## config.mk

```make
export PLATFORM = sky130hd
export DESIGN_NAME = cron_next_match_time
export DESIGN_NICKNAME = d
export VERILOG_FILES = /design/src/sv/cnmt_pkg.sv /design/src/sv/cnmt_ctrl.sv /design/src/sv/cnmt_dp.sv /design/src/sv/cron_next_match_time.sv
export SDC_FILE = /design/constraint.sdc
export NUM_CORES = 2
export LEC_CHECK = 0
export BUFFER_PORTS_ARGS = -buffer_cell sky130_fd_sc_hd__buf_4
export CORE_MARGIN = 4
export CORE_UTILIZATION = 54
export CTS_CLUSTER_DIAMETER = 40
export CTS_CLUSTER_SIZE = 30
export DETAILED_ROUTE_END_ITERATION = 10
export GPL_ROUTABILITY_DRIVEN = 0
export HOLD_SLACK_MARGIN = 0.02
export PLACE_DENSITY = 0.77
export RECOVER_POWER = 50
export SYNTH_ARGS = -nofsm -noshare
export SYNTH_HDL_FRONTEND = slang
export SYNTH_SLANG_ARGS = --single-unit
```

## constraint.sdc

```tcl
create_clock -name clk -period 13.9 [get_ports clk]
set_clock_uncertainty 0.05 [all_clocks]
set_input_delay 1.39 -clock clk [delete_from_list [all_inputs] [get_ports clk]]
set_output_delay 1.39 -clock clk [all_outputs]
set_load 0.02 [all_outputs]
```

## src/sv/cnmt_pkg.sv

```systemverilog
`timescale 1ns / 1ps
// ----------------------------------------------------------------------------
// cnmt_pkg
// Shared types, constants and calendar helpers for the cron next-match block.
// ----------------------------------------------------------------------------
package cnmt_pkg;

	localparam logic [16:0] SEC_PER_DAY = 17'd86400;
	localparam logic [11:0] EPOCH_YEAR  = 12'd1970;
	localparam logic [2:0]  EPOCH_WDAY  = 3'd4;        // 1970-01-01 was a Thursday
	localparam logic [30:0] ALL_DAYS    = 31'h7FFF_FFFF;
	localparam int          CFG_DW      = 60;
	// ceil(2^35 / 675); exact quotient for any 25-bit dividend
	localparam logic [25:0] DAY_RECIP   = 26'd50903317;

	// configuration register indexes
	typedef enum logic [2:0] {
		REG_SECOND  = 3'd0,
		REG_MINUTE  = 3'd1,
		REG_HOUR    = 3'd2,
		REG_DAY     = 3'd3,
		REG_MONTH   = 3'd4,
		REG_WEEKDAY = 3'd5
	} cfg_reg_t;

	typedef enum logic [2:0] {
		ST_IDLE,
		ST_DIV,
		ST_HMS,
		ST_YMD,
		ST_STEP,
		ST_DONE
	} state_t;

	// controller -> datapath
	typedef struct packed {
		logic load;
		logic div_en;
		logic hms_en;
		logic ymd_en;
		logic step_en;
		logic wr_res;
	} cmd_t;

	// datapath -> controller
	typedef struct packed {
		logic div_last;
		logic hms_done;
		logic ymd_done;
		logic step_fin;
	} sts_t;

	// leap years in 1970..2107: divisible by 4, except 2100
	function automatic logic is_leap(input logic [11:0] y);
		is_leap = (y[1:0] == 2'd0) && (y != 12'd2100);
	endfunction

	function automatic logic [4:0] days_in_month(input logic [3:0] m, input logic leap);
		unique case (m)
			4'd2:                     days_in_month = leap ? 5'd29 : 5'd28;
			4'd4, 4'd6, 4'd9, 4'd11:  days_in_month = 5'd30;
			default:                  days_in_month = 5'd31;
		endcase
	endfunction

	// residue mod 7 of a 6-bit value by fixed compare-subtract steps
	function automatic logic [2:0] mod7(input logic [5:0] v);
		logic [5:0] r;
		r = v;
		if (r >= 6'd56) r = r - 6'd56;
		if (r >= 6'd28) r = r - 6'd28;
		if (r >= 6'd14) r = r - 6'd14;
		if (r >= 6'd7)  r = r - 6'd7;
		mod7 = r[2:0];
	endfunction

endpackage

```

## src/sv/cnmt_ctrl.sv

```systemverilog
`timescale 1ns / 1ps
// ----------------------------------------------------------------------------
// cnmt_ctrl
// Sequencer: split time, decompose, step the search, hand off the result.
// ----------------------------------------------------------------------------
module cnmt_ctrl (
	input  logic          clk,
	input  logic          arst_n,
	input  logic          in_valid,
	output logic          in_ready,
	output logic          out_valid,
	input  logic          out_ready,
	input  cnmt_pkg::sts_t sts,
	output cnmt_pkg::cmd_t cmd
);
	import cnmt_pkg::*;

	state_t state_q, state_d;
	logic   out_valid_q;
	logic   slot_free;

	assign slot_free = !out_valid_q || out_ready;

	// next state
	always_comb begin
		state_d = state_q;
		unique case (state_q)
			ST_IDLE: if (in_valid) state_d = ST_DIV;
			ST_DIV:  if (sts.div_last) state_d = ST_HMS;
			ST_HMS:  if (sts.hms_done) state_d = ST_YMD;
			ST_YMD:  if (sts.ymd_done) state_d = ST_STEP;
			ST_STEP: if (sts.step_fin) state_d = ST_DONE;
			ST_DONE: if (slot_free) state_d = ST_IDLE;
			default: state_d = ST_IDLE;
		endcase
	end

	// command decode
	always_comb begin
		cmd      = '0;
		in_ready = 1'b0;
		unique case (state_q)
			ST_IDLE: begin
				in_ready = 1'b1;
				cmd.load = in_valid;
			end
			ST_DIV:  cmd.div_en  = 1'b1;
			ST_HMS:  cmd.hms_en  = 1'b1;
			ST_YMD:  cmd.ymd_en  = 1'b1;
			ST_STEP: cmd.step_en = 1'b1;
			ST_DONE: cmd.wr_res  = slot_free;
			default: ;
		endcase
	end

	always_ff @(posedge clk or negedge arst_n) begin
		if (!arst_n) begin
			state_q     <= ST_IDLE;
			out_valid_q <= 1'b0;
		end else begin
			state_q <= state_d;
			if (cmd.wr_res)
				out_valid_q <= 1'b1;
			else if (out_ready)
				out_valid_q <= 1'b0;
		end
	end

	assign out_valid = out_valid_q;

endmodule

```

## src/sv/cnmt_dp.sv

```systemverilog
`timescale 1ns / 1ps
// ----------------------------------------------------------------------------
// cnmt_dp
// Datapath: mask registers, time split, calendar state and search step.
// ----------------------------------------------------------------------------
module cnmt_dp #(
	parameter int MAX_STEPS = 65535
) (
	input  logic                       clk,
	input  logic                       arst_n,
	input  logic                       cfg_we,
	input  logic [2:0]                 cfg_index,
	input  logic [cnmt_pkg::CFG_DW-1:0] cfg_data,
	input  logic [31:0]                start_time,
	input  cnmt_pkg::cmd_t             cmd,
	output cnmt_pkg::sts_t             sts,
	output logic                       found,
	output logic [31:0]                next_time
);
	import cnmt_pkg::*;

	localparam int SW = $clog2(MAX_STEPS);

	// mask registers
	logic [59:0] sec_mask_q, min_mask_q;
	logic [23:0] hour_mask_q;
	logic [30:0] day_mask_q;
	logic [11:0] month_mask_q;
	logic [6:0]  wday_mask_q;

	always_ff @(posedge clk or negedge arst_n) begin
		if (!arst_n) begin
			sec_mask_q   <= '1;
			min_mask_q   <= '1;
			hour_mask_q  <= '1;
			day_mask_q   <= '1;
			month_mask_q <= '1;
			wday_mask_q  <= '1;
		end else if (cfg_we) begin
			unique case (cfg_index)
				REG_SECOND:  sec_mask_q   <= cfg_data[59:0];
				REG_MINUTE:  min_mask_q   <= cfg_data[59:0];
				REG_HOUR:    hour_mask_q  <= cfg_data[23:0];
				REG_DAY:     day_mask_q   <= cfg_data[30:0];
				REG_MONTH:   month_mask_q <= cfg_data[11:0];
				REG_WEEKDAY: wday_mask_q  <= cfg_data[6:0];
				default: ;
			endcase
		end
	end

	// search state
	logic [32:0]   t_q;
	logic [16:0]   rem_q;
	logic [15:0]   quo_q;
	logic          cnt_q;
	logic [16:0]   sod_q;
	logic [4:0]    hh_q;
	logic [5:0]    mi_q, ss_q;
	logic [11:0]   y_q;
	logic [3:0]    m_q;
	logic [4:0]    d_q;
	logic [2:0]    wd_q;
	logic [SW-1:0] step_q;
	logic          found_q, ovf_q;
	logic          res_found_q;
	logic [31:0]   res_time_q;

	// day split: shift out the factor 128, reciprocal multiply by 1/675;
	// remainder and weekday follow in the cycle after the quotient
	logic [50:0] recip_prod;
	logic [32:0] day_secs;
	logic [16:0] sod_split;
	logic [5:0]  oct_sum;
	assign recip_prod = 51'(t_q[31:7]) * 51'(DAY_RECIP);
	assign day_secs   = 33'(quo_q) * 33'(SEC_PER_DAY);
	assign sod_split  = 17'(t_q - day_secs);
	// 8 is 1 mod 7, so the octal digits of the day count sum to its residue
	assign oct_sum    = 6'(quo_q[2:0]) + 6'(quo_q[5:3]) + 6'(quo_q[8:6])
	                  + 6'(quo_q[11:9]) + 6'(quo_q[14:12]) + 6'(quo_q[15])
	                  + 6'(EPOCH_WDAY);

	// calendar lengths
	logic       leap;
	logic [4:0] dim;
	logic [8:0] ylen;
	assign leap = is_leap(y_q);
	assign dim  = days_in_month(m_q, leap);
	assign ylen = leap ? 9'd366 : 9'd365;

	// next-day values
	logic        last_day;
	logic [4:0]  nd_d;
	logic [3:0]  nd_m;
	logic [11:0] nd_y;
	logic [2:0]  nd_wd;
	assign last_day = d_q == dim;
	assign nd_d     = last_day ? 5'd1 : 5'(d_q + 5'd1);
	assign nd_m     = !last_day ? m_q : (m_q == 4'd12 ? 4'd1 : 4'(m_q + 4'd1));
	assign nd_y     = (last_day && m_q == 4'd12) ? 12'(y_q + 12'd1) : y_q;
	assign nd_wd    = (wd_q == 3'd6) ? 3'd0 : 3'(wd_q + 3'd1);

	// field tests
	logic month_ok, day_ok, hour_ok, min_ok, sec_ok;
	assign month_ok = month_mask_q[4'(m_q - 4'd1)];
	assign day_ok   = (day_mask_q == ALL_DAYS) ? wday_mask_q[wd_q]
	                                           : day_mask_q[5'(d_q - 5'd1)];
	assign hour_ok  = hour_mask_q[hh_q];
	assign min_ok   = min_mask_q[mi_q];
	assign sec_ok   = sec_mask_q[ss_q];

	// one search step
	logic [4:0]  skip;
	logic [32:0] day_start, t_n;
	logic [16:0] sod_n;
	logic [4:0]  hh_n, d_n;
	logic [5:0]  mi_n, ss_n;
	logic [3:0]  m_n;
	logic [11:0] y_n;
	logic [2:0]  wd_n;
	logic        hit, step_last;

	assign skip      = 5'(dim - d_q + 5'd1);
	assign day_start = t_q - 33'(sod_q);
	assign step_last = step_q == SW'(MAX_STEPS - 2);

	always_comb begin
		t_n   = t_q;
		sod_n = sod_q;
		hh_n  = hh_q;
		mi_n  = mi_q;
		ss_n  = ss_q;
		d_n   = d_q;
		m_n   = m_q;
		y_n   = y_q;
		wd_n  = wd_q;
		hit   = 1'b0;
		priority if (!month_ok) begin
			t_n   = day_start + 33'(skip) * 33'(SEC_PER_DAY);
			sod_n = '0; hh_n = '0; mi_n = '0; ss_n = '0;
			d_n   = 5'd1;
			m_n   = (m_q == 4'd12) ? 4'd1 : 4'(m_q + 4'd1);
			y_n   = (m_q == 4'd12) ? 12'(y_q + 12'd1) : y_q;
			wd_n  = mod7(6'(wd_q) + 6'(skip));
		end else if (!day_ok) begin
			t_n   = day_start + 33'(SEC_PER_DAY);
			sod_n = '0; hh_n = '0; mi_n = '0; ss_n = '0;
			d_n = nd_d; m_n = nd_m; y_n = nd_y; wd_n = nd_wd;
		end else if (!hour_ok) begin
			t_n   = t_q + 33'd3600 - 33'(mi_q) * 33'd60 - 33'(ss_q);
			mi_n  = '0; ss_n = '0;
			if (hh_q == 5'd23) begin
				hh_n = '0; sod_n = '0;
				d_n = nd_d; m_n = nd_m; y_n = nd_y; wd_n = nd_wd;
			end else begin
				hh_n  = 5'(hh_q + 5'd1);
				sod_n = 17'(sod_q + 17'd3600 - 17'(mi_q) * 17'd60 - 17'(ss_q));
			end
		end else if (!min_ok) begin
			t_n  = t_q + 33'd60 - 33'(ss_q);
			ss_n = '0;
			if (mi_q == 6'd59) begin
				mi_n = '0;
				if (hh_q == 5'd23) begin
					hh_n = '0; sod_n = '0;
					d_n = nd_d; m_n = nd_m; y_n = nd_y; wd_n = nd_wd;
				end else begin
					hh_n  = 5'(hh_q + 5'd1);
					sod_n = 17'(sod_q + 17'd60 - 17'(ss_q));
				end
			end else begin
				mi_n  = 6'(mi_q + 6'd1);
				sod_n = 17'(sod_q + 17'd60 - 17'(ss_q));
			end
		end else if (!sec_ok) begin
			t_n = t_q + 33'd1;
			if (ss_q == 6'd59) begin
				ss_n = '0;
				if (mi_q == 6'd59) begin
					mi_n = '0;
					if (hh_q == 5'd23) begin
						hh_n = '0; sod_n = '0;
						d_n = nd_d; m_n = nd_m; y_n = nd_y; wd_n = nd_wd;
					end else begin
						hh_n  = 5'(hh_q + 5'd1);
						sod_n = 17'(sod_q + 17'd1);
					end
				end else begin
					mi_n  = 6'(mi_q + 6'd1);
					sod_n = 17'(sod_q + 17'd1);
				end
			end else begin
				ss_n  = 6'(ss_q + 6'd1);
				sod_n = 17'(sod_q + 17'd1);
			end
		end else begin
			hit = 1'b1;
		end
	end

	// status to controller
	assign sts.div_last = cnt_q;
	assign sts.hms_done = rem_q < 17'd60;
	assign sts.ymd_done = (quo_q < 16'(ylen)) && (quo_q < 16'(dim));
	assign sts.step_fin = hit || t_n[32] || step_last;

	// search registers
	always_ff @(posedge clk) begin
		if (cmd.load) begin
			t_q     <= {1'b0, start_time};
			rem_q   <= '0;
			quo_q   <= '0;
			cnt_q   <= 1'b0;
			wd_q    <= '0;
			hh_q    <= '0;
			mi_q    <= '0;
			ss_q    <= '0;
			y_q     <= EPOCH_YEAR;
			m_q     <= 4'd1;
			step_q  <= '0;
			found_q <= 1'b0;
			ovf_q   <= 1'b0;
		end else if (cmd.div_en) begin
			cnt_q <= 1'b1;
			if (!cnt_q) begin
				quo_q <= recip_prod[50:35];
			end else begin
				rem_q <= sod_split;
				sod_q <= sod_split;
				wd_q  <= mod7(oct_sum);
			end
		end else if (cmd.hms_en) begin
			if (rem_q >= 17'd3600) begin
				rem_q <= 17'(rem_q - 17'd3600);
				hh_q  <= 5'(hh_q + 5'd1);
			end else if (rem_q >= 17'd60) begin
				rem_q <= 17'(rem_q - 17'd60);
				mi_q  <= 6'(mi_q + 6'd1);
			end else begin
				ss_q <= rem_q[5:0];
			end
		end else if (cmd.ymd_en) begin
			if (quo_q >= 16'(ylen)) begin
				quo_q <= 16'(quo_q - 16'(ylen));
				y_q   <= 12'(y_q + 12'd1);
			end else if (quo_q >= 16'(dim)) begin
				quo_q <= 16'(quo_q - 16'(dim));
				m_q   <= 4'(m_q + 4'd1);
			end else begin
				d_q <= 5'(quo_q[4:0] + 5'd1);
			end
		end else if (cmd.step_en) begin
			step_q <= SW'(step_q + 1'b1);
			if (hit) begin
				found_q <= 1'b1;
			end else begin
				t_q   <= t_n;
				sod_q <= sod_n;
				hh_q  <= hh_n;
				mi_q  <= mi_n;
				ss_q  <= ss_n;
				d_q   <= d_n;
				m_q   <= m_n;
				y_q   <= y_n;
				wd_q  <= wd_n;
				ovf_q <= t_n[32];
			end
		end
	end

	// output register
	always_ff @(posedge clk) begin
		if (cmd.wr_res) begin
			res_found_q <= found_q && !ovf_q;
			res_time_q  <= ovf_q ? 32'hFFFF_FFFF : t_q[31:0];
		end
	end

	assign found     = res_found_q;
	assign next_time = res_time_q;

endmodule

```

## src/sv/cron_next_match_time.sv

```systemverilog
`timescale 1ns / 1ps
// ----------------------------------------------------------------------------
// cron_next_match_time
// Searches forward from a start time for the next time allowed by cron masks.
// ----------------------------------------------------------------------------
// Usage:
//  - Input channel (in_valid/in_ready, start_time): one request per search.
//    in_ready is high only while no search is running.
//  - Output channel (out_valid/out_ready, found, next_time): one result per
//    request, held in an output register until taken.
//  - Config: cfg_we/cfg_index/cfg_data write one mask register per cycle;
//    write only while idle.
// Sequence per request: the day/second split (reciprocal multiply), then the
// hours/minutes/seconds split, then the walk over years and months, then the
// search steps (at most MAX_STEPS-1), then the result is loaded into the
// output register. The step count is data dependent.
// If the receiver stalls, a finished result waits in the search registers until
// the output register is free; in_ready stays low until it has moved there.
// Reset clears the sequencer, the output valid flag and sets all masks to ones.
// ----------------------------------------------------------------------------
module cron_next_match_time #(
	parameter int MAX_STEPS = 65535
) (
	input  logic                        clk,
	input  logic                        arst_n,
	input  logic                        cfg_we,
	input  logic [2:0]                  cfg_index,
	input  logic [cnmt_pkg::CFG_DW-1:0] cfg_data,
	input  logic                        in_valid,
	output logic                        in_ready,
	input  logic [31:0]                 start_time,
	output logic                        out_valid,
	input  logic                        out_ready,
	output logic                        found,
	output logic [31:0]                 next_time
);
	import cnmt_pkg::*;

	cmd_t cmd;
	sts_t sts;

	cnmt_ctrl u_ctrl (
		.clk       (clk),
		.arst_n    (arst_n),
		.in_valid  (in_valid),
		.in_ready  (in_ready),
		.out_valid (out_valid),
		.out_ready (out_ready),
		.sts       (sts),
		.cmd       (cmd)
	);

	cnmt_dp #(
		.MAX_STEPS (MAX_STEPS)
	) u_dp (
		.clk        (clk),
		.arst_n     (arst_n),
		.cfg_we     (cfg_we),
		.cfg_index  (cfg_index),
		.cfg_data   (cfg_data),
		.start_time (start_time),
		.cmd        (cmd),
		.sts        (sts),
		.found      (found),
		.next_time  (next_time)
	);

endmodule

```

# Word level (Yosys, flattened, before mapping)

Index checks and enable logic that the tools add are counted.

Logic and storage cells: 396
Output and inout port bits: 35
Flip-flop bits (word level): 373

Reductions and logical operators: 44
Magnitude comparators: 21
Equal/unequal tests: 57
Muxes and demuxes: 191
Bitwise logic cells: 5
$add $sub $neg: 48
Multiply operators: 5

Operators by type and width:

| kind                                                  | number |
|---|---|
| 2-to-1 mux 17 bit                                     | 21 |
| 2-to-1 mux 6 bit                                      | 43 |
| 2-to-1 mux 32 bit                                     | 6 |
| 2-to-1 mux 12 bit                                     | 14 |
| 2-to-1 mux 33 bit                                     | 5 |
| 2-to-1 mux 5 bit                                      | 27 |
| 2-to-1 mux 16 bit                                     | 6 |
| 2-to-1 mux 3 bit                                      | 23 |
| subtractor 33 x 6 -> 33 bit                           | 2 |
| 2-to-1 mux 4 bit                                      | 15 |
| multiplier 25 x 26 -> 51 bit, second input constant   | 1 |
| inequality test 6 bit, second input constant          | 7 |
| subtractor 17 x 6 -> 17 bit                           | 2 |
| adder 33 x 1 -> 33 bit, second input constant         | 1 |
| adder 33 x 12 -> 33 bit, second input constant        | 1 |
| adder 33 x 17 -> 33 bit, second input constant        | 1 |
| adder 33 x 22 -> 33 bit                               | 1 |
| adder 33 x 6 -> 33 bit, second input constant         | 1 |
| subtractor 33 x 12 -> 33 bit                          | 1 |
| subtractor 33 x 17 -> 33 bit                          | 1 |
| equality test 31 bit, second input constant           | 1 |
| AND reduction 7 bit                                   | 4 |
| inequality test 2 x 1 -> 1 bit, second input constant | 13 |
| inequality test 2 bit, second input constant          | 13 |
| 80 further kinds                                      | 161 |

# Longest topological paths before layout

Depth in word-level cells: 25
Mapped depth: 35
Gate-level depth less buffers: 35

# Modules after synthesis

Synthesis repeated with hierarchy kept, for this count alone.

Cells, all modules: 4,248
Area total of the unflattened synthesis: 40,692.8 µm²

By module, submodules not included:

| module    | area each (µm²) | times used | cells each | seq. area each (µm²) |
|---|---|---|---|---|
| cnmt_dp   | 40,430.0        | 1          | 4,219      | 9,471.6 |
| cnmt_ctrl | 262.8           | 1          | 29         | 100.1 |

# Worst setup path before layout

OpenSTA, ideal clock, no wires.

Path type: reg2reg
Start point: reg u_dp.y_q[8]
End point: reg u_dp.t_q[27] (data pin)
Buffers on the path: 0
Stages on the path, launching flop included: 31
Path slack: 6.653 ns
Arrival: 6.935 ns
Cell sequence: dfxtp_1 -> or4b_2 -> o31ai_1 -> nand2_1 -> a21oi_1 -> a21oi_1 -> ha_1 -> ha_1 -> and3b_1 -> o31ai_1 -> nand2_1 -> inv_1 -> ha_1 -> ha_1 -> ha_1 -> a31oi_1 -> nor3b_1 -> o21a_1 -> o21ai_0 -> nand2b_1 -> xnor2_1 -> ha_1 -> or3_1 -> o41a_1 -> a221o_1 -> a211oi_1 -> nor4_1 -> and3_1 -> a31oi_1 -> a32o_1 -> nor3_1

Cells in the longest elaborated chain, start to end: 15

Ends and longest elaborated chain:

| what                               | RTL line       | text |
|---|---|---|
| start: declaration                 | cnmt_dp.sv:60  | `logic [11:0] y_q;` |
| start signal: assignment           | cnmt_dp.sv:245 | `y_q <= 12'(y_q + 12'd1);` |
| start signal: assignment           | cnmt_dp.sv:264 | `y_q <= y_n;` |
| inequality test 12 bit             | cnmt_pkg.sv:55 | `is_leap = (y[1:0] == 2'd0) && (y != 12'd2100);` |
| logical AND 1 bit                  | cnmt_pkg.sv:55 |  |
| 2-to-1 mux 1 bit                   | cnmt_pkg.sv:60 | `4'd2: days_in_month = leap ? 5'd29 : 5'd28;` |
| one-hot mux 5 bit (2 select lines) | cnmt_pkg.sv:59 | `unique case (m)` |
| subtractor 5 bit                   | cnmt_dp.sv:123 | `assign skip = 5'(dim - d_q + 5'd1);` |
| adder 5 x 1 -> 5 bit               | cnmt_dp.sv:123 |  |
| multiplier 5 x 10 -> 15 bit        | cnmt_dp.sv:139 | `t_n = day_start + 33'(skip) * 33'(SEC_PER_DAY);` |
| adder 33 x 22 -> 33 bit            | cnmt_dp.sv:139 |  |
| 2-to-1 mux 33 bit                  | cnmt_dp.sv:138 | `priority if (!month_ok) begin` |
| 2-to-1 mux 32 bit                  | cnmt_dp.sv:254 | `if (hit) begin` |
| 2-to-1 mux 32 bit                  | cnmt_dp.sv:252 | `end else if (cmd.step_en) begin` |
| 2-to-1 mux 32 bit                  | cnmt_dp.sv:242 | `end else if (cmd.ymd_en) begin` |
| 2-to-1 mux 32 bit                  | cnmt_dp.sv:232 | `end else if (cmd.hms_en) begin` |
| 2-to-1 mux 32 bit                  | cnmt_dp.sv:223 | `end else if (cmd.div_en) begin` |
| 2-to-1 mux 32 bit                  | cnmt_dp.sv:209 | `if (cmd.load) begin` |
| end signal: assignment             | cnmt_dp.sv:210 | `t_q <= {1'b0, start_time};` |
| end signal: assignment             | cnmt_dp.sv:257 | `t_q <= t_n;` |
| end: declaration                   | cnmt_dp.sv:53  | `logic [32:0] t_q;` |

Every way passes these cells. The select of a mux whose other input is x is not followed.
A chain may end at the register's enable or synchronous reset.

# Final worst setup path

Start point: reg u_dp.y_q[3]
End point: reg u_dp.t_q[27] (data pin)

The elaborated chain is that of the path after synthesis.

==> summary.md <==
| Metric | Value |
|---|---|
| Outcome | `finished with violations` |
| Failing checks | `max-capacitance violations, max-slew violations` |
| Largest stage delay, worst path | `0.67 ns` |
| I/O Buffers | `134` |
| # rows | `100` |
| Top-level port count | `135` |
| Post-cts resize count | `0` |
| WL final | `122,000 um` |
| Most used cell, CP | `ha_1` |
| Clock transition at path regs | `0.05 ns` |
| Die height | `282 um` |
| Max-Cap Viols | `6` |
| Routed vias/inst | `6.28` |
| Setup Fix Bufs, Post-CTS | `0` |
| Finished Layout Cells | `5,402` |
| Drt pass-1 iters | `7` |
| Post-synthesis instance area | `0.0406 mm^2` |
| Most frequent cell after synthesis | `ha_1` |
| First-pass GRT wire length | `189,000 um` |
| Min-delay src | `u_dp.y_q[11]` |
| Post-synthesis sequential area ratio | `23.6%` |
| Cells after synthesis | `4,267` |
| Top cells by count, synth | `ha_1 (574), inv_1 (530), a21oi_1 (251)` |
| Layout Nets | `5,274` |
| Post-route cell area | `0.0453 mm^2` |
| Crit share post-route | `58.4%` |
| Beginning of the critical path | `u_dp.y_q[3]` |
| Post-Syn Nets | `5,167` |
| Final Max Tran Viols | `337` |
| Crit Path Max Fanout | `4` |
| Top achievable clock speed | `0.123 GHz` |
| Detail Route Antenna Nets | `0` |
| Library cells used by synthesis | `100` |
| Async set-reset flop share out of synthesis | `53.1%` |
| Crit Path Class | `reg -> reg` |
| Slew margin rel. | `-193%` |
| Grt ovf | `0` |
| Vias | `33,900` |
| CTS Buffer Depth | `3` |
| Initial Util | `54.6%` |
| Yosys warning count | `0` |
| Area after DPL | `0.0427 mm^2` |
| Root buf cell | `clkbuf_16` |
| RSZ-0062 raised after global routing | `no` |
| Synth Area per Inst | `9.52 um^2` |
| Clock sinks | `373` |
| Post-synth EDFFs | `87` |
| Core Region | `0.0744 mm^2` |
| Wirelength per Cell | `22.6 um` |
| Final Setup Violations | `0` |
| Worst hold path endpoint | `u_dp.y_q[11]` |
| FF-to-FF Start | `u_dp.y_q[3]` |
| CTS Hold Buffers Added | `0` |
| Worst-margin pin slew | `4.40 ns` |
| CTS tree | `yes` |
| Flop-to-flop setup slack | `5.78 ns` |
| Initial antenna violation count | `3` |
| Layout area overhead | `11.5%` |
| Initial DRC count | `3,496` |
| Hold Path Class | `reg -> reg` |
| Startpoint types | `flip-flop` |
| Top_reg_cell synth | `dfstp_2` |
| Seq cells post-synth | `373` |
| Min Tclk post-route | `8.12 ns` |
| Htree depth | `3` |
| Synth top area share | `17.7%` |
| Hpwl dp | `92,300 um` |
| CP endpoint kind | `flip-flop` |
| Depth of the worst hold-timing path | `2` |
| Critical path's slowest cell | `or4b_2` |
| Die area | `0.0797 mm^2` |
| WP data arrival | `8.41 ns` |
| Synth area leaders | `ha_1 (18%), dfstp_2 (13%), fa_1 (11%)` |
| GRT Util Overall | `30.2%` |
| Setup_tns | `0 ns` |
| Clk_lat worst skew | `0.64 ns` |
| Post-synth top area cell | `ha_1` |
| CP required | `14.19 ns` |
| Die W | `282 um` |
| Endpoints failing hold | `0` |
| Layout cell share with drive strength beyond 1 | `18.6%` |
| Vias in the first global route | `34,100` |
| Placed cells | `5,271` |
| Reg2reg end | `u_dp.t_q[27]` |
| Min Hold Slack | `0.431 ns` |
| Drc violations | `0` |
| Largest net degree at the start of global routing | `90` |
| Num CTS Buffers | `70` |
| R2R depth | `30` |
-- routing by layer --
| layer | track usage (%) | wire length (um) | vias to the layer above |
|---|---|---|---|
| met1 | 38.0 | 47000 | 16400 |
| met5 | 0 | 0 | - |
| met3 | 6.02 | 11300 | 445 |
| met2 | 49.0 | 55600 | 1671 |
| met4 | 16.4 | 8000 | 0 |
| li1 | - | - | 15400 |
-- state kept, by name (all words and copies together), names as in the netlist --
signal and cells:
u_ctrl.out_valid 1, u_ctrl.state_q 3, u_dp.cnt_q 1, u_dp.d_q 5, u_dp.day_mask_q 31, u_dp.found 1, u_dp.found_q 1, u_dp.hh_q 5
u_dp.hour_mask_q 24, u_dp.m_q 4, u_dp.mi_q 6, u_dp.min_mask_q 60, u_dp.month_mask_q 12, u_dp.next_time 32, u_dp.quo_q 16, u_dp.rem_q 17
u_dp.sec_mask_q 60, u_dp.sod_q 17, u_dp.ss_q 6, u_dp.step_q 16, u_dp.t_q 33, u_dp.wd_q 3, u_dp.wday_mask_q 7, u_dp.y_q 12
-- area by class of cell --
cell class | instances | area (um^2)
diodes | 2 | 5.00
clock buffers | 84 | 1920
clock inverters | 45 | 738
fillers | 6008 | 29200
inverters | 533 | 2000
multi-input cells | 3215 | 28500
flip-flops and latches | 373 | 9570
well taps | 969 | 1210
repair buffers | 181 | 1320
-- kinds of logic after synthesis --
| kind of cell | Yosys count | synth area share, % |
|---|---|---|
| mux | 278 | 8.94 |
| buf+inv | 679 | 6.33 |
| compound gates | 930 | 15.0 |
| flops | 373 | 23.6 |
| simple gates | 937 | 11.4 |
| fa+ha+maj | 800 | 28.8 |
| xor+xnor | 270 | 5.86 |
-- through the flow --
stage	setup WS, ns	util, %
6_report	5.78	60.8
2_1_floorplan	6.65	-
5_1_grt	5.19	60.8
4_1_cts	5.83	60.9
3_5_place_dp	5.87	57.3
3_3_place_gp	6.06	57.3
-- critical path, delay by kind of cell (launching register included) --
family	cells	cell delay, ns
AOI/OAI and AO/OA	12	3.41
xor gates and xnor gates	1	0.14
adders and majority gates	6	1.53
buffers and inverters	1	0.16
DFF	1	0.35
and+or+nand+nor	10	2.20
-- worst max path at each step --
stage / slack, ns / cells after the start / endpoint
4_1_cts: 5.83 / 30 / u_dp.t_q[27]
2_1_floorplan: 6.65 / 30 / u_dp.t_q[27]
6_report: 5.78 / 30 / u_dp.t_q[27]
3_3_place_gp: 6.06 / 25 / u_dp.quo_q[15]
3_5_place_dp: 5.87 / 30 / u_dp.t_q[27]
5_1_grt: 5.19 / 21 / u_dp.quo_q[15]
-- placed cells by master, fill, tap and decap left out, types with 16 or more instances in the layout --
master and instances:
mux4_2 48, o21a_1 27, o21bai_1 22, a221oi_1 27, ha_1 574, or2_2 47, nor2b_1 29, nor2_1 221
o31ai_1 28, mux2_2 195, dfxtp_1 88, a21oi_1 251, clkbuf_1 16, buf_4 170, o211ai_1 41, or3_1 25
o22ai_1 37, o21ai_0 167, nor4_1 29, edfxtp_1 87, xor2_1 69, dfstp_2 194, nand2_1 241, fa_1 226
and3_1 25, a21o_1 61, nand3_1 91, a31oi_1 48, and2_1 16, nand2b_1 29, mux2i_1 31, a22oi_1 20
nand4_1 42, nor3_1 66, xnor2_1 200, inv_1 530, clkbuf_16 73, o221ai_1 18, a211oi_1 39
Power is left out: the tool's default activity adds up to more than one toggle a clock period on the data nets, which glitch-free logic cannot reach.
